`src/hw/rtl/can_frame_packet_ring_core_assert.svh`:
```
// Assertion macros for the CAN frame packet ring core.
// The checks compile only when SYNTH is not defined. They expect clk and rst in the
// including scope.
`ifndef CAN_FRAME_PACKET_RING_CORE_ASSERT_SVH
`define CAN_FRAME_PACKET_RING_CORE_ASSERT_SVH
`ifndef SYNTH
// The consequent must hold in the same cycle as the antecedent.
`define CFPR_ASSERT_SAME(label, ante, cons, msg) \
  label: assert property (@(posedge clk) disable iff (rst) (ante) |-> (cons)) \
    else $error(msg);
// The consequent must hold in the cycle after the antecedent.
`define CFPR_ASSERT_NEXT(label, ante, cons, msg) \
  label: assert property (@(posedge clk) disable iff (rst) (ante) |=> (cons)) \
    else $error(msg);
`else
`define CFPR_ASSERT_SAME(label, ante, cons, msg)
`define CFPR_ASSERT_NEXT(label, ante, cons, msg)
`endif
`endif

```
`src/hw/rtl/cfpr_queue.sv`:
```
// Two-entry command queue between the front end and the back end of the ring core.
// It is generic over the entry width and does not use the package.
module cfpr_queue #(
  parameter int WIDTH = 8
) (
  input  logic             clk,
  input  logic             rst,
  input  logic             wr_en,
  input  logic [WIDTH-1:0] wr_data,
  output logic             full,
  input  logic             rd_en,
  output logic [WIDTH-1:0] rd_data,
  output logic             not_empty
);

  logic [WIDTH-1:0] entry [2];
  logic             wptr, rptr;
  logic [1:0]       count;

  assign full      = (count == 2'd2);
  assign not_empty = (count != 2'd0);
  assign rd_data   = entry[rptr];

  always_ff @(posedge clk) begin
    if (wr_en) begin
      entry[wptr] <= wr_data;
    end
  end

  always_ff @(posedge clk) begin
    if (rst) begin
      wptr  <= 1'b0;
      rptr  <= 1'b0;
      count <= 2'd0;
    end else begin
      if (wr_en) begin
        wptr <= ~wptr;
      end
      if (rd_en) begin
        rptr <= ~rptr;
      end
      count <= count + {1'b0, wr_en} - {1'b0, rd_en};
    end
  end

endmodule

```
`config.mk`:
```
export PLATFORM = sky130hd
export DESIGN_NAME = cfpr_queue
export DESIGN_NICKNAME = d
export VERILOG_FILES = /design/src/hw/rtl/can_frame_packet_ring_core_assert.svh /design/src/hw/rtl/cfpr_queue.sv
export SDC_FILE = /design/constraint.sdc
export NUM_CORES = 1
export LEC_CHECK = 0
export BUFFER_PORTS_ARGS = -buffer_cell sky130_fd_sc_hd__buf_2
export CELL_PAD_IN_SITES_DETAIL_PLACEMENT = 1
export CELL_PAD_IN_SITES_GLOBAL_PLACEMENT = 1
export CORE_MARGIN = 5
export CORE_UTILIZATION = 43
export DETAILED_ROUTE_END_ITERATION = 16
export PLACE_DENSITY = 0.89
export SYNTH_ARGS = -nofsm -noshare
export SYNTH_HDL_FRONTEND = slang
export SYNTH_SLANG_ARGS = --single-unit
```
`constraint.sdc`:
```
create_clock -name clk -period 2.66 [get_ports clk]
set_input_delay 0.133 -clock clk [delete_from_list [all_inputs] [get_ports clk]]
set_output_delay 0.133 -clock clk [all_outputs]
set_load 0.02 [all_outputs]
```
# --- Yosys cells after proc, flatten, opt, wreduce, memory -nomap -nowiden ---
# Memories as Yosys holds them, arrays and structs flattened. A register that Yosys moved wholly into a read port is not among the register bits.
# Index checks and enable logic that the tools add are counted.
op_classes:
  add_sub_neg: 2
  muxes: 4
  reduce_logical: 1
  eq_ne: 1
  n_bitwise: 2
ops:
  columns: ["operator", "n"]
  rows:
  - ["1-bit two-way mux", 4]
  - ["2-bit by 1-bit adder with 2-bit output", 1]
  - ["2-bit == test (second input constant)", 1]
  - ["1-bit NOT", 2]
  - ["2-bit nonzero test", 1]
  - ["2-bit by 1-bit subtractor with 2-bit output", 1]
word_totals:
  mem_bits_rw: 16
  ff_bits: 4
  mem_count: 1
  elab_cells: 14
  inputBits: 12
  output_inout_bits: 10
memory_table:
  columns: ["name", "words", "width", "read_ports", "rd_clocked_by_memory_dff", "wr", "line", "source"]
  rows:
  - ["entry", 2, 8, 1, 1, 1, "cfpr_queue.sv:16", "logic [WIDTH-1:0] entry [2];"]

# --- Depth between registers and ports, before layout ---
logic_depth:
  word_depth: 3
  depth_mapped: 6
  depth_no_buf: 6

# --- Worst setup path before layout ---
# No wires, ideal clock.
synth_timing:
  kind: "register to register"
  startpoint: "register count[0]"
  endpoint: "register count[1]"
  setup_time_ns: 0.110
  slack_ns: 1.528
  path_stages_with_launch: 7
  period_less_slack_ns: 1.132
  arrival_time_ns: 1.022
  path_cell_list: "dfxtp_1 > inv_1 > ha_1 > inv_1 > ha_1 > xnor3_1 > nor2_1"
synth_between:
  elab_chain_cells: 2
synth_lines:
  columns: ["item", "line", "source"]
  rows:
  - ["from (decl)", "cfpr_queue.sv:18", "logic [1:0] count;"]
  - ["from (signal assigned)", "cfpr_queue.sv:42", "count <= count + {1'b0, wr_en} - {1'b0, rd_en};"]
  - ["2-bit by 1-bit adder with 2-bit output", "cfpr_queue.sv:42", null]
  - ["2-bit by 1-bit subtractor with 2-bit output", "cfpr_queue.sv:42", null]
# No other way between the ends.
# A chain may end at the register's enable or synchronous reset.

==> flow_summary.rst <==
.. list-table::
   :header-rows: 1

   * - Metric
     - Value
   * - Starting density of the core
     - 45.5%
   * - Global-route wire length before repair
     - about 2300 um
   * - Clock-pin slew of the registers on the worst-case setup and hold paths
     - ~0.12 ns
   * - Worst min-delay path category
     - input port to register
   * - Number of stages on the worst hold path
     - 1
   * - Avg Vias per Cell
     - 4.57
   * - Clock tree from TritonCTS
     - yes
   * - Number of failing setup endpoints in the final timing report
     - 0
   * - Share of cell area taken by muxes after synthesis
     - between 10% and 20%
   * - Comb power frac
     - 18.6%
   * - Hold violation count in the final report
     - 0
   * - Switching pwr
     - 0.000179 W
   * - Complex-gate fraction of the synthesized area
     - 0%
   * - Maximum VDD drop
     - 0.000368 V
   * - Routed length per placed instance
     - ~15 um
   * - Post-Synthesis Cell Area
     - 795 sq um
   * - Total design power
     - roughly 0.00068 W
   * - Number of cell rows
     - 15
   * - Yosys reg bits
     - 21
   * - Crit start category
     - register
   * - Share of the synthesized area in the top cell type
     - around three fifths
   * - Total track usage
     - 12.1%
   * - Count of cells along the worst register-to-register path
     - 1
   * - Vias in the first global route
     - ~490
   * - Reg-to-reg setup timing slack
     - 1.38 ns
   * - Post-route antenna net violation count
     - 0
   * - Highest attainable clock frequency
     - around 0.66 GHz
   * - # fillers
     - roughly 180
   * - RSZ-0062 raised after global routing
     - false
   * - Met2 usage
     - 22.3%
   * - Total number of vias
     - 439
   * - Overflow after GRT
     - 0
   * - Hold buffers post-CTS
     - 0
   * - Capture endpoint of the worst hold path
     - entry[1][3]$_DFFE_PP_
   * - Height of the chip
     - 53.0 um
   * - Pre-antenna DRT Iters
     - 2
   * - Routing usage on met3
     - between 2 and 3%
   * - Source of the worst register-to-register timing path
     - wptr$_SDFFE_PP0P_
   * - Clock latency on the worst-skew pair
     - 0.30 ns
   * - Count of pins over their slew limit
     - 0
   * - Largest family of logic cells by synthesized area
     - multiplexers
   * - Worst slew slack as a fraction of its limit
     - 51.9%
   * - Global routing usage on met1
     - 13.1%
   * - Fraction of power spent switching nets
     - 26.6%
   * - DRT Wirelength
     - approximately 1500 um
   * - Syn-to-layout area delta
     - 21.6%
   * - Skew final
     - around 0.0098 ns
   * - Final clock period utilization by the worst path
     - between 50% and 60%
   * - Library cell used as clock root buffer
     - sky130_fd_sc_hd__clkbuf_4
   * - Number of antenna violations at the first check in global routing
     - 0
   * - Cell internal power dissipation
     - around 0.00050 W
   * - Bufs on Longest Clock Path
     - 2
   * - Maximum number of pins on one net before global-route repair
     - 14
   * - Worst path arrival time
     - 1.38 ns
   * - Count of distinct cell types in the synthesized netlist
     - 12
   * - CTS HTree Levels
     - 1
   * - Least-Margin Pin Slew
     - about 0.72 ns
   * - Adder and majority cell fraction of the synthesized area
     - 3.15%
   * - Type of the worst setup path
     - register to primary output
   * - Syn_nets
     - 60
   * - Largest cells by area after synthesis
     - sky130_fd_sc_hd__edfxtp_1 (60%), sky130_fd_sc_hd__dfxtp_1 (13%), sky130_fd_sc_hd__mux2_1 (11%)
   * - Max-cap viol count
     - 0
   * - Leakage
     - 0.386 nW
   * - Final RePlAce weighted congestion
     - 0.646
   * - Post-synthesis simple-gate area fraction
     - 5.83%
   * - I/O Buffers
     - 21
   * - Synthesized instance count
     - 46
   * - Shortest clock period the worst path allows after layout
     - between 1.5 and 2 ns
   * - Biggest area consumer among synthesized cells
     - sky130_fd_sc_hd__edfxtp_1
   * - Total negative slack for setup checks
     - 0 ns
   * - Sequential area share after synthesis
     - 73.1%
   * - Number of inserted diodes
     - 0
   * - GRT busiest layer
     - met2
   * - Data required time at the worst endpoint
     - 2.53 ns
   * - Number of nets at the end of the flow
     - between 80 and 90
   * - Worst slack at placement
     - 1.38 ns
   * - Hold_sp
     - wr_data[3]
   * - Die ar.
     - 2810 sq um
   * - Part of the total power dissipated in the clock network
     - roughly 23%
   * - Number of buffers created by CTS
     - 3
   * - Outcome
     - completed
   * - Endpoint of the worst-slack reg-to-reg timing path
     - entry[0][7]$_DFFE_PP_
   * - Iteration-0 DRC count of the detailed router
     - 1
   * - Power density of the placed cells
     - ~700 nW/um^2
   * - Mean instance size in the synthesized netlist
     - 17.3 sq um
   * - Total core area
     - 1750 sq um
   * - Detailed-route DRC error count
     - 0
   * - Number of gates resized after CTS
     - 0
   * - X dimension of the die
     - 53.0 um
   * - Fraction of layout cells with a size suffix above 1
     - 35.2%
   * - Clock sink total
     - 21
   * - Number of warnings issued by yosys
     - 0
   * - CP max FO
     - 8
   * - Worst setup margin
     - approximately 1.2 ns
   * - I/O pin total
     - 22
   * - XOR/XNOR Fraction of Synth Area
     - between 5 and 6%
   * - Crit. End Element
     - primary output
   * - Post-CTS Setup Bufs
     - 0
   * - DP Wirelength
     - 1170 um
   * - Sequential Power Share
     - 58.8%
[metrics by stage]
stage	hold WS [ns]	utilization (%)	cell area [sq um]	cells
finish	0.0135	55.3	966	96
CTS	0.00928	54.8	956	95
global placement	0.327	53.0	926	91
global route	0.00446	55.3	966	96
floorplan	0.205	-	795	46
detailed placement	0.328	53.0	926	91
[synth_stat cells (all sizes together)]
library cell,count
buf,1
inv,2
or2,1
edfxtp,16
xnor2,2
and2,1
mux2,8
ha,2
nor2,4
nor2b,3
dfxtp,5
xnor3,1
[kinds of logic (layout without fill, tap and decap cells)]
logic type	count (synthesis)	count (layout)
muxes	8	8
adders and majority gates	2	2
DFF	21	21
and+or+nand+nor	9	9
buffers and inverters	3	28
xor gates and xnor gates	3	3
[cell type report]
type	count	area, sq um	area share [%]
clock inverters	1	7.51	0.777
multi-input cells	22	201	20.9
well taps	25	31.3	3.24
repair buffers	22	115	11.9
clock buffers	3	22.5	2.33
inverters	2	7.51	0.777
flip-flops and latches	21	581	60.1
[registers in the layout (all words and copies together) (netlist names), named ones only]
signal	count
count	2
entry	16
rptr	1
wptr	1
[power by group through the flow]
stage	registers (W)	clock network, W	logic [W]
floorplan	0.000396	0	0.0000874
global placement	0.000402	0	0.000118
detailed placement	0.000406	0	0.000127
CTS	0.000398	0.000156	0.000128
global route	0.000402	0.000168	0.000137
finish	0.000397	0.000153	0.000125
[how the worst max path moves through the flow]
stage | depth (start not counted) | start | end | slack, ns
after CTS | 2 | register | rd_data[0] | 1.14
after floorplan | 6 | count[0]$_SDFF_PP0_ | count[1]$_SDFF_PP0_ | 1.53
final | 2 | register | rd_data[0] | 1.15
after global placement | 1 | wptr$_SDFFE_PP0P_ | entry[0][1]$_DFFE_PP_ | 1.48
after detailed placement | 1 | wptr$_SDFFE_PP0P_ | entry[0][2]$_DFFE_PP_ | 1.38
after global routing | 2 | register | rd_data[7] | 1.08
[metal layers]
layer / vias up / share of wire, % / wire length, um
li1: 213 / - / -
met1: 211 / 37 / 545
met2: 13 / 57 / 842
met3: 2 / 5.0 / 74
met4: 0 / 0.54 / 8
met5: - / 0 / 0
[cells in the final DEF, fill, tap and decap left out]
cell	synthesis	routed
sky130_fd_sc_hd__buf_2	1	21
sky130_fd_sc_hd__edfxtp_1	16	16
sky130_fd_sc_hd__mux2_1	8	8
sky130_fd_sc_hd__dfxtp_1	5	5
sky130_fd_sc_hd__nor2_1	4	4
sky130_fd_sc_hd__nor2b_1	3	3
sky130_fd_sc_hd__clkbuf_4	0	3
sky130_fd_sc_hd__inv_1	2	2
sky130_fd_sc_hd__xnor2_1	2	2
sky130_fd_sc_hd__ha_1	2	2
sky130_fd_sc_hd__or2_1	1	1
sky130_fd_sc_hd__and2_1	1	1
sky130_fd_sc_hd__xnor3_1	1	1
sky130_fd_sc_hd__clkinvlp_4	0	1
sky130_fd_sc_hd__dlygate4sd3_1	0	1
[worst max-delay path: stages, from the launching register on]
cell and delay (ns):
sky130_fd_sc_hd__dfxtp_1 0.54, sky130_fd_sc_hd__mux2_1 0.37, sky130_fd_sc_hd__buf_2 0.16
No activity file was read; power rests on OpenSTA's default activity.
