--- src/hw/rtl/can_frame_packet_ring_core_assert.svh ---
// Assertion macros for the CAN frame packet ring core.
// The checks compile only when SYNTH is not defined. They expect clk and rst in the
// including scope.
`ifndef CAN_FRAME_PACKET_RING_CORE_ASSERT_SVH
`define CAN_FRAME_PACKET_RING_CORE_ASSERT_SVH
`ifndef SYNTH
// The consequent must hold in the same cycle as the antecedent.
`define CFPR_ASSERT_SAME(label, ante, cons, msg) \
  label: assert property (@(posedge clk) disable iff (rst) (ante) |-> (cons)) \
    else $error(msg);
// The consequent must hold in the cycle after the antecedent.
`define CFPR_ASSERT_NEXT(label, ante, cons, msg) \
  label: assert property (@(posedge clk) disable iff (rst) (ante) |=> (cons)) \
    else $error(msg);
`else
`define CFPR_ASSERT_SAME(label, ante, cons, msg)
`define CFPR_ASSERT_NEXT(label, ante, cons, msg)
`endif
`endif

--- src/hw/rtl/cfpr_pkg.sv ---
// Shared types and constants for the CAN frame packet ring core.
// This file has no dependencies. The front end, the back end and the top level use it through scoped names.
package cfpr_pkg;

  // Input command codes.
  localparam logic CMD_PUSH  = 1'b0;
  localparam logic CMD_DRAIN = 1'b1;

  // Result status codes.
  localparam logic [1:0] ST_STORED  = 2'd0;
  localparam logic [1:0] ST_FULL    = 2'd1;
  localparam logic [1:0] ST_DRAINED = 2'd2;
  localparam logic [1:0] ST_EMPTY   = 2'd3;

  // A drain emits no more than this many results.
  localparam int MAX_RESULTS = 16;
  localparam int CNT_W       = 4;

  typedef struct packed {
    logic        cmd;
    logic        rtr;
    logic [3:0]  dlc;
    logic [10:0] std_id;
    logic [63:0] payload;
  } in_item_t;

  typedef struct packed {
    logic [1:0]  status;
    logic [7:0]  header_byte;
    logic [10:0] id_out;
    logic [63:0] data_out;
    logic        last;
    logic [7:0]  held_after;
  } out_item_t;

  // This is the kind of work that the front end hands to the back end.
  typedef enum logic [1:0] {
    K_PUSH  = 2'd0,
    K_FULL  = 2'd1,
    K_DRAIN = 2'd2,
    K_EMPTY = 2'd3
  } kind_t;

  // This is one queued command. The slot address travels beside it because its
  // width follows the ring geometry.
  typedef struct packed {
    kind_t            kind;
    logic [CNT_W-1:0] cnt_m1;
    logic [7:0]       held;
    logic [15:0]      meta;
    logic [63:0]      data;
  } cmd_t;

endpackage

--- src/hw/rtl/cfpr_front.sv ---
// Front end of the CAN frame packet ring core. It accepts items, keeps the ring
// pointers and the frame count, and queues one classified command per item.
// It depends on cfpr_pkg.
module cfpr_front #(
  parameter int FRAMES_PER_PACKET = 16,
  parameter int PACKET_SLOTS      = 8,
  parameter int FRAME_LIMIT       = 128
) (
  input  logic                 clk,
  input  logic                 rst,
  input  logic                 in_valid,
  output logic                 in_stall,
  input  cfpr_pkg::in_item_t   in_data,
  output logic                 q_push,
  input  logic                 q_full,
  output logic [$clog2(FRAMES_PER_PACKET*PACKET_SLOTS)-1:0] q_addr,
  output cfpr_pkg::cmd_t       q_cmd
);

  localparam int POS_W  = (FRAMES_PER_PACKET > 1) ? $clog2(FRAMES_PER_PACKET) : 1;
  localparam int PKT_W  = $clog2(PACKET_SLOTS);
  localparam int HELD_W = $clog2(FRAME_LIMIT + 1);
  localparam int SLOT_W = $clog2(FRAMES_PER_PACKET * PACKET_SLOTS);

  logic [POS_W-1:0]  wpos, wpos_next;
  logic [PKT_W-1:0]  wpkt, wpkt_next;
  logic [PKT_W-1:0]  rpkt, rpkt_next;
  logic [HELD_W-1:0] held, held_next;
  logic [HELD_W+7:0] held_ext;
  logic [SLOT_W-1:0] wslot, rslot;
  logic [4:0]        num;
  logic              accept;

  assign in_stall = q_full;
  assign accept   = in_valid && !q_full;
  assign q_push   = accept;

  assign wslot = SLOT_W'(wpkt) * SLOT_W'(FRAMES_PER_PACKET) + SLOT_W'(wpos);
  assign rslot = SLOT_W'(rpkt) * SLOT_W'(FRAMES_PER_PACKET);

  always_comb begin
    wpos_next    = wpos;
    wpkt_next    = wpkt;
    rpkt_next    = rpkt;
    held_next    = held;
    num          = 5'd0;
    q_addr       = wslot;
    q_cmd.kind   = cfpr_pkg::K_EMPTY;
    q_cmd.cnt_m1 = '0;
    q_cmd.meta   = {in_data.rtr, in_data.dlc, in_data.std_id};
    q_cmd.data   = in_data.payload;
    unique case (in_data.cmd)
      cfpr_pkg::CMD_PUSH: begin
        if (32'(held) >= 32'(FRAME_LIMIT)) begin
          q_cmd.kind = cfpr_pkg::K_FULL;
        end else begin
          q_cmd.kind = cfpr_pkg::K_PUSH;
          held_next  = held + HELD_W'(1);
          if (32'(wpos) == 32'(FRAMES_PER_PACKET - 1)) begin
            wpos_next = '0;
            wpkt_next = (wpkt == PKT_W'(PACKET_SLOTS - 1)) ? '0 : wpkt + PKT_W'(1);
          end else begin
            wpos_next = wpos + POS_W'(1);
          end
        end
      end
      cfpr_pkg::CMD_DRAIN: begin
        q_addr = rslot;
        if (held != '0) begin
          q_cmd.kind = cfpr_pkg::K_DRAIN;
          if (32'(held) >= 32'(FRAMES_PER_PACKET)) begin
            num       = 5'(FRAMES_PER_PACKET);
            rpkt_next = (rpkt == PKT_W'(PACKET_SLOTS - 1)) ? '0 : rpkt + PKT_W'(1);
          end else begin
            // The partial packet is handed out and the write position restarts.
            num       = 5'(held);
            wpos_next = '0;
          end
          held_next    = held - HELD_W'(num);
          q_cmd.cnt_m1 = (num > 5'(cfpr_pkg::MAX_RESULTS)) ? '1
                                                            : cfpr_pkg::CNT_W'(num - 5'd1);
        end
      end
      default: begin
        q_cmd.kind = cfpr_pkg::K_EMPTY;
      end
    endcase
    held_ext   = {8'd0, held_next};
    q_cmd.held = held_ext[7:0];
  end

  always_ff @(posedge clk) begin
    if (rst) begin
      wpos <= '0;
      wpkt <= '0;
      rpkt <= '0;
      held <= '0;
    end else if (accept) begin
      wpos <= wpos_next;
      wpkt <= wpkt_next;
      rpkt <= rpkt_next;
      held <= held_next;
    end
  end

endmodule

--- config.mk ---
export PLATFORM = sky130hd
export DESIGN_NAME = cfpr_front
export DESIGN_NICKNAME = d
export VERILOG_FILES = /design/src/hw/rtl/can_frame_packet_ring_core_assert.svh /design/src/hw/rtl/cfpr_pkg.sv /design/src/hw/rtl/cfpr_front.sv
export SDC_FILE = /design/constraint.sdc
export NUM_CORES = 1
export LEC_CHECK = 0
export ABC_AREA = 1
export ABC_CLOCK_PERIOD_IN_PS = 2750
export BUFFER_PORTS_ARGS = -buffer_cell sky130_fd_sc_hd__buf_2
export CAP_MARGIN = 5
export CORE_ASPECT_RATIO = 1.5
export CORE_MARGIN = 2
export CORE_UTILIZATION = 30
export DETAILED_ROUTE_END_ITERATION = 8
export PLACE_DENSITY = 0.65
export SLEW_MARGIN = 10
export SYNTH_ARGS = -nofsm -noshare
export SYNTH_HDL_FRONTEND = slang
export SYNTH_SLANG_ARGS = --single-unit
export TNS_END_PERCENT = 1
--- constraint.sdc ---
create_clock -name clk -period 2.75 [get_ports clk]
set_input_delay 0.4125 -clock clk [delete_from_list [all_inputs] [get_ports clk]]
set_output_delay 0.4125 -clock clk [all_outputs]
set_load 0.1 [all_outputs]
Yosys cells after proc, flatten, opt, wreduce, memory -nomap -nowiden
Index checks and enable logic that the tools add are counted.
{ "word_totals": {"ff_bits": 18, "input_bits": 85, "output_inout_bits": 103, "elab_cells": 47} }
{ "op_classes": {"addsub": 7, "order_cmp": 3, "eq_ne": 6, "muxes": 19, "bitwise": 2, "n_reduce_logical": 6} }
{ "op_table": {"columns": ["operator", "n"], "rows": [
  ["$mux W4", 6],
  ["$mux W5", 4],
  ["$mux W8", 2],
  ["$pmux W8 S2", 1],
  ["$reduce_and A4 Y1", 3],
  ["$add A8 B1 Y8 const B", 1],
  ["$ge A8 B5 Y1 const B", 1],
  ["$ge A8 B8 Y1 const B", 1],
  ["$pmux W4 S2", 1],
  ["$reduce_bool A8 Y1", 1],
  ["$sub A8 B5 Y8", 1],
  ["$add A7 B4 Y7", 1],
  ["$mux W7", 1],
  ["$add A3 B1 Y3 const B", 2],
  ["$eq A3 B3 Y1 const B", 2],
  ["$mux W3", 2],
  ["$gt A5 B5 Y1 const B", 1],
  ["$add A4 B1 Y4 const B", 1],
  ["$eq A4 B4 Y1 const B", 1],
  ["$ne A2 B2 Y1 const B", 2],
  ["$pmux W2 S2", 1],
  ["$sub A4 B1 Y4 const B", 1],
  ["$ne A2 B1 Y1 const B", 1],
  ["$not A1 Y1", 2],
  ["3 further kinds", 3]
]} }

Longest topological paths before layout
{ "logic_depth": {"ltp_word": 8, "mapped_depth": 13, "mapped_depth_nobuf": 13} }

Worst setup path after synthesis
Ideal clock, no wire load.
{ "synth_path": {"kind": "input to output", "from": "in in_data[80] (netlist name)", "to": "out q_addr[4]", "arrival_ns": 2.732, "required_ns": 2.338, "setup_slack_ns": -0.395, "cell_stages": 2, "n_path_buf": 1, "cell_sequence": "clkbuf_1 o21ai_0"} }
{ "synth_between": {"elab_chain_len": 1} }
{ "synth_rtl": {"columns": ["item", "line", "text"], "rows": [
  ["start, declared", "cfpr_front.sv:13", "input cfpr_pkg::in_item_t in_data,"],
  ["$mux W7", "cfpr_front.sv:52", "unique case (in_data.cmd)"],
  ["end, declared", "cfpr_front.sv:16", "output logic [$clog2(FRAMES_PER_PACKET*PACKET_SLOTS)-1:0] q_addr,"]
]} }
No other way between the ends.

==> flow_metrics.env <==
export IMPL_result_of_the_run="complete, no violations"
export IMPL_power_per_unit_of_standard_cell_area_mw_per_mm2=571
export IMPL_finalWeightedCongestion=0.899
export IMPL_yosysWarnings=0
export IMPL_yosys_area_top_type_share_pct=30.3
export IMPL_power_frac_clock_pct=23.3
export IMPL_tightestPinTransition_ns=0.502
export IMPL_grt_antenna_before_repair=0
export IMPL_setup_worst_path_start_class="register"
export IMPL_number_of_maximum_capacitance_violations=0
export IMPL_route_final_wire_length_um=4660
export IMPL_syn_area_mm2=0.00203
export IMPL_die_height_um=105
export IMPL_first_pass_grt_wire_length_um=7460
export IMPL_cts_clk_slew_worst_paths_ns=0.07
export IMPL_sinks_on_the_clock_net=18
export IMPL_synth_lib_cells_used_distinct=36
export IMPL_grt_max_degree=16
export IMPL_ir_drop_mv=0.328
export IMPL_crit_reg2reg_launch="held[6]$_SDFFE_PP0P_"
export IMPL_avgSynthCellArea_um2=6.86
export IMPL_most_frequently_used_cell_type_in_the_post_synthesis_netlist="buf_4"
export IMPL_syn_to_final_growth_pct=-17.6
export IMPL_clock_insertion_delay_worst_skew_ns=0.26
export IMPL_floorplan_rows=36
export IMPL_final_min_period_over_clock_period_pct=92.7
export IMPL_grt_ovfl_total=0
export IMPL_final_net_count=334
export IMPL_share_of_final_layout_standard_cells_stronger_than_drive_strength_1_pct=23.0
export IMPL_p_int_mw=0.482
export IMPL_worst_path_buf_inv=3
export IMPL_setup_repair_after_global_routing_missed_its_margin="false"
export IMPL_power_switching_share_pct=49.5
export IMPL_numCtsBuffers=3
export IMPL_detail_route_antenna_nets=0
export IMPL_critPathArrivalTime_ns=2.14
export IMPL_synth_nets=390
export IMPL_maxClockFrequency_ghz=0.392
export IMPL_cts_max_path_buffers=2
export IMPL_tritoncts="yes"
export IMPL_buffer_ports_inserted=27
export IMPL_post_synth_inst_count=296
export IMPL_power_frac_comb_pct=46.0
export IMPL_core_area_mm2=0.00653
export IMPL_setup_worst_path_end_class="output pin"
export IMPL_critical_path_most_common_cell="nand2_1"
export IMPL_synth_seq_area_share_pct=17.8
export IMPL_place_detailed_hpwl_um=3800
export IMPL_via_per_inst=4.77
export IMPL_placed_cell_area_mm2=0.00161
export IMPL_setup_slack_ns=0.200
export IMPL_worst_endpoint_required_ns=2.34
export IMPL_hold_class="input pin to register"
export IMPL_groute_usage_overall_pct=12.5
export IMPL_crit_end="q_cmd[89]"
export IMPL_critical_path_depth=9
export IMPL_post_place_cells=311
export IMPL_clk_root_buffer_cell="clkbuf_8"
export IMPL_drt_initial_drc_count=42
export IMPL_critical_path_top_delay_family="buffers and inverters"
export IMPL_ys_ff_latch=18
export IMPL_initial_cell_density_of_the_core_pct=31.1
export IMPL_synth_top_cells_by_count="buf_4 (82), nand2_1 (41), inv_1 (31)"
export IMPL_final_period_minus_worst_setup_slack_ns=2.55
export IMPL_filler_cell_count=728
export IMPL_die_w_um=71.2
export IMPL_worstReg2RegEnd="held[6]$_SDFFE_PP0P_"
export IMPL_detail_route_wl_per_cell_um=14.8
export IMPL_drt_first_pass_iters=4
export IMPL_critical_path_peak_fanout=9
export IMPL_timing_setup_critical_path_class="register to output pin"
export IMPL_dieArea_mm2=0.00745
export IMPL_cp_slowest_cell="buf_2"
export IMPL_post_route_cell_area_mm2=0.00167
export IMPL_synth_edf_count=0
export IMPL_portion_of_total_power_attributed_to_sequential_cells_pct=30.8
export IMPL_path_cells="nor2_2 -> nand2_4 -> inv_2 -> nand2_1 -> ha_1 -> o21ai_0 -> nand2_1 -> inv_1 -> buf_2"
export IMPL_hold_violations=0
export IMPL_ff2ff_setup_slack_ns=1.05
export IMPL_max_slew_margin_pct=66.5
export IMPL_reg2regPathDepth=12
export IMPL_whs_ns=0.470
export IMPL_post_place_ws_ns=0.387
export IMPL_setup_tns_final_ns=0
export IMPL_synth_top_area_cell="buf_4"
export IMPL_timing_critical_path_slowest_cell_delay_ns=0.41
export IMPL_final_max_slew_viol_count=0
export IMPL_antenna_diode_count=0
export IMPL_vias=1503
export IMPL_post_synth_main_area_contributors="buf_4 (30%), dfxtp_1 (18%), nand2_1 (7.6%), inv_1 (5.7%), ha_1 (5.5%)"
export IMPL_critical_path_startpoint="held[6]$_SDFFE_PP0P_"
export IMPL_asyncSetResetFlopFracSynth_pct=0
export IMPL_clock_skew_final_ns=0.00339
export IMPL_p_leak_nw=0.842
export IMPL_most_used_flip_flop_cell_after_synthesis="dfxtp_1"
export IMPL_count_of_unresolved_drc_violations_after_routing=0
export IMPL_ioPinCount=188
export IMPL_cts_htree_levels=1
export IMPL_setup_viol=0
export IMPL_vias_in_the_first_global_route=1516
export IMPL_post_layout_nonfiller_instances=315
export IMPL_p_switching_mw=0.473
==> cells in the final DEF (no fill, tap or decap), drive strengths merged <==
cell type and n:
buf 25, nor3b 1, inv 37, xor2 3, a21oi 15, xnor2 1
nand4 2, a31oi 1, o211ai 3, nor2 24, ha 9, dfxtp 18
nor3 5, or2 1, a211oi 1, clkbuf 6, nand3 14, nand2 43
o211a 1, conb 1, o21ai 27, a22oi 1
==> worst reg2reg max path: stages (launching register included) <==
cell and delay (ns):
dfxtp_1 0.44, nor2_2 0.10, nand2_4 0.14, nand2_2 0.08, ha_1 0.20, inv_1 0.06
nand2_1 0.08, nand3_1 0.09, nand3_1 0.09, nand3_1 0.14, nand3_1 0.08, nand2_1 0.07
inv_1 0.04
==> per-layer routing <==
layer | global-route usage [%] | routed length (um)
met5 | 0 | 0
met4 | 12.5 | 438
met3 | 2.41 | 380
met2 | 21.1 | 2300
met1 | 12.0 | 1530
==> cell families (layout without fill, tap and decap cells) <==
| kind of cell | count (synthesis) | in the layout | synth area share [%] |
|---|---|---|---|
| buffers and inverters | 125 | 68 | 38.8 |
| xor gates and xnor gates | 4 | 4 | 1.73 |
| and+or+nand+nor | 90 | 90 | 21.6 |
| DFF | 18 | 18 | 17.8 |
| AOI/OAI and AO/OA | 49 | 49 | 14.4 |
| other | 1 | 1 | 0.185 |
| adders and majority gates | 9 | 9 | 5.55 |
==> area by class of cell <==
class	instances	area [um^2]	area share [%]
Multi-Input combinational cell	153	882	52.8
Sequential cell	18	360	21.6
Tap cell	76	95.1	5.69
Timing Repair Buffer	27	140	8.38
Clock buffer	4	55.1	3.29
Inverter	37	139	8.31
==> state kept, by name, summed over array words and instances, names as in the netlist <==
signal,flops
wpos,4
held,8
rpkt,3
wpkt,3
==> worst min path at each step <==
stage | cells past startpoint | start | to | slack (ns)
4_1_cts | 2 | rst | wpos[1]$_SDFFE_PP0P_ | 0.47
5_1_grt | 2 | rst | wpos[1]$_SDFFE_PP0P_ | 0.48
6_report | 2 | rst | wpos[1]$_SDFFE_PP0P_ | 0.47
3_3_place_gp | 2 | wpkt[0]$_SDFFE_PP0P_ | wpkt[0]$_SDFFE_PP0P_ | 0.50
3_5_place_dp | 2 | wpkt[0]$_SDFFE_PP0P_ | wpkt[0]$_SDFFE_PP0P_ | 0.49
2_1_floorplan | 2 | wpkt[0]$_SDFFE_PP0P_ | wpkt[0]$_SDFFE_PP0P_ | 0.46
==> timing repair <==
item                                    CTS  global route
hold buffers                              0             0
setup buffers                             0             0
gates resized for setup                   0             2
endpoints found under the setup margin    0             2
==> per-stage QoR <==
stage	total power, mW	utilization, %
after floorplan	1.22	-
after global placement	0.738	24.7
after detailed placement	0.740	24.7
after CTS	0.962	25.5
after global routing	1.01	25.6
final	0.955	25.6
==> power groups by stage <==
stage | Clock, mW | Sequential [mW] | Combinational (mW)
finish | 0.222 | 0.294 | 0.439
global route | 0.241 | 0.296 | 0.470
CTS | 0.227 | 0.293 | 0.441
detailed placement | 0 | 0.299 | 0.440
global placement | 0 | 0.299 | 0.439
floorplan | 0 | 0.291 | 0.928
Power figures use the tool's default switching activity.
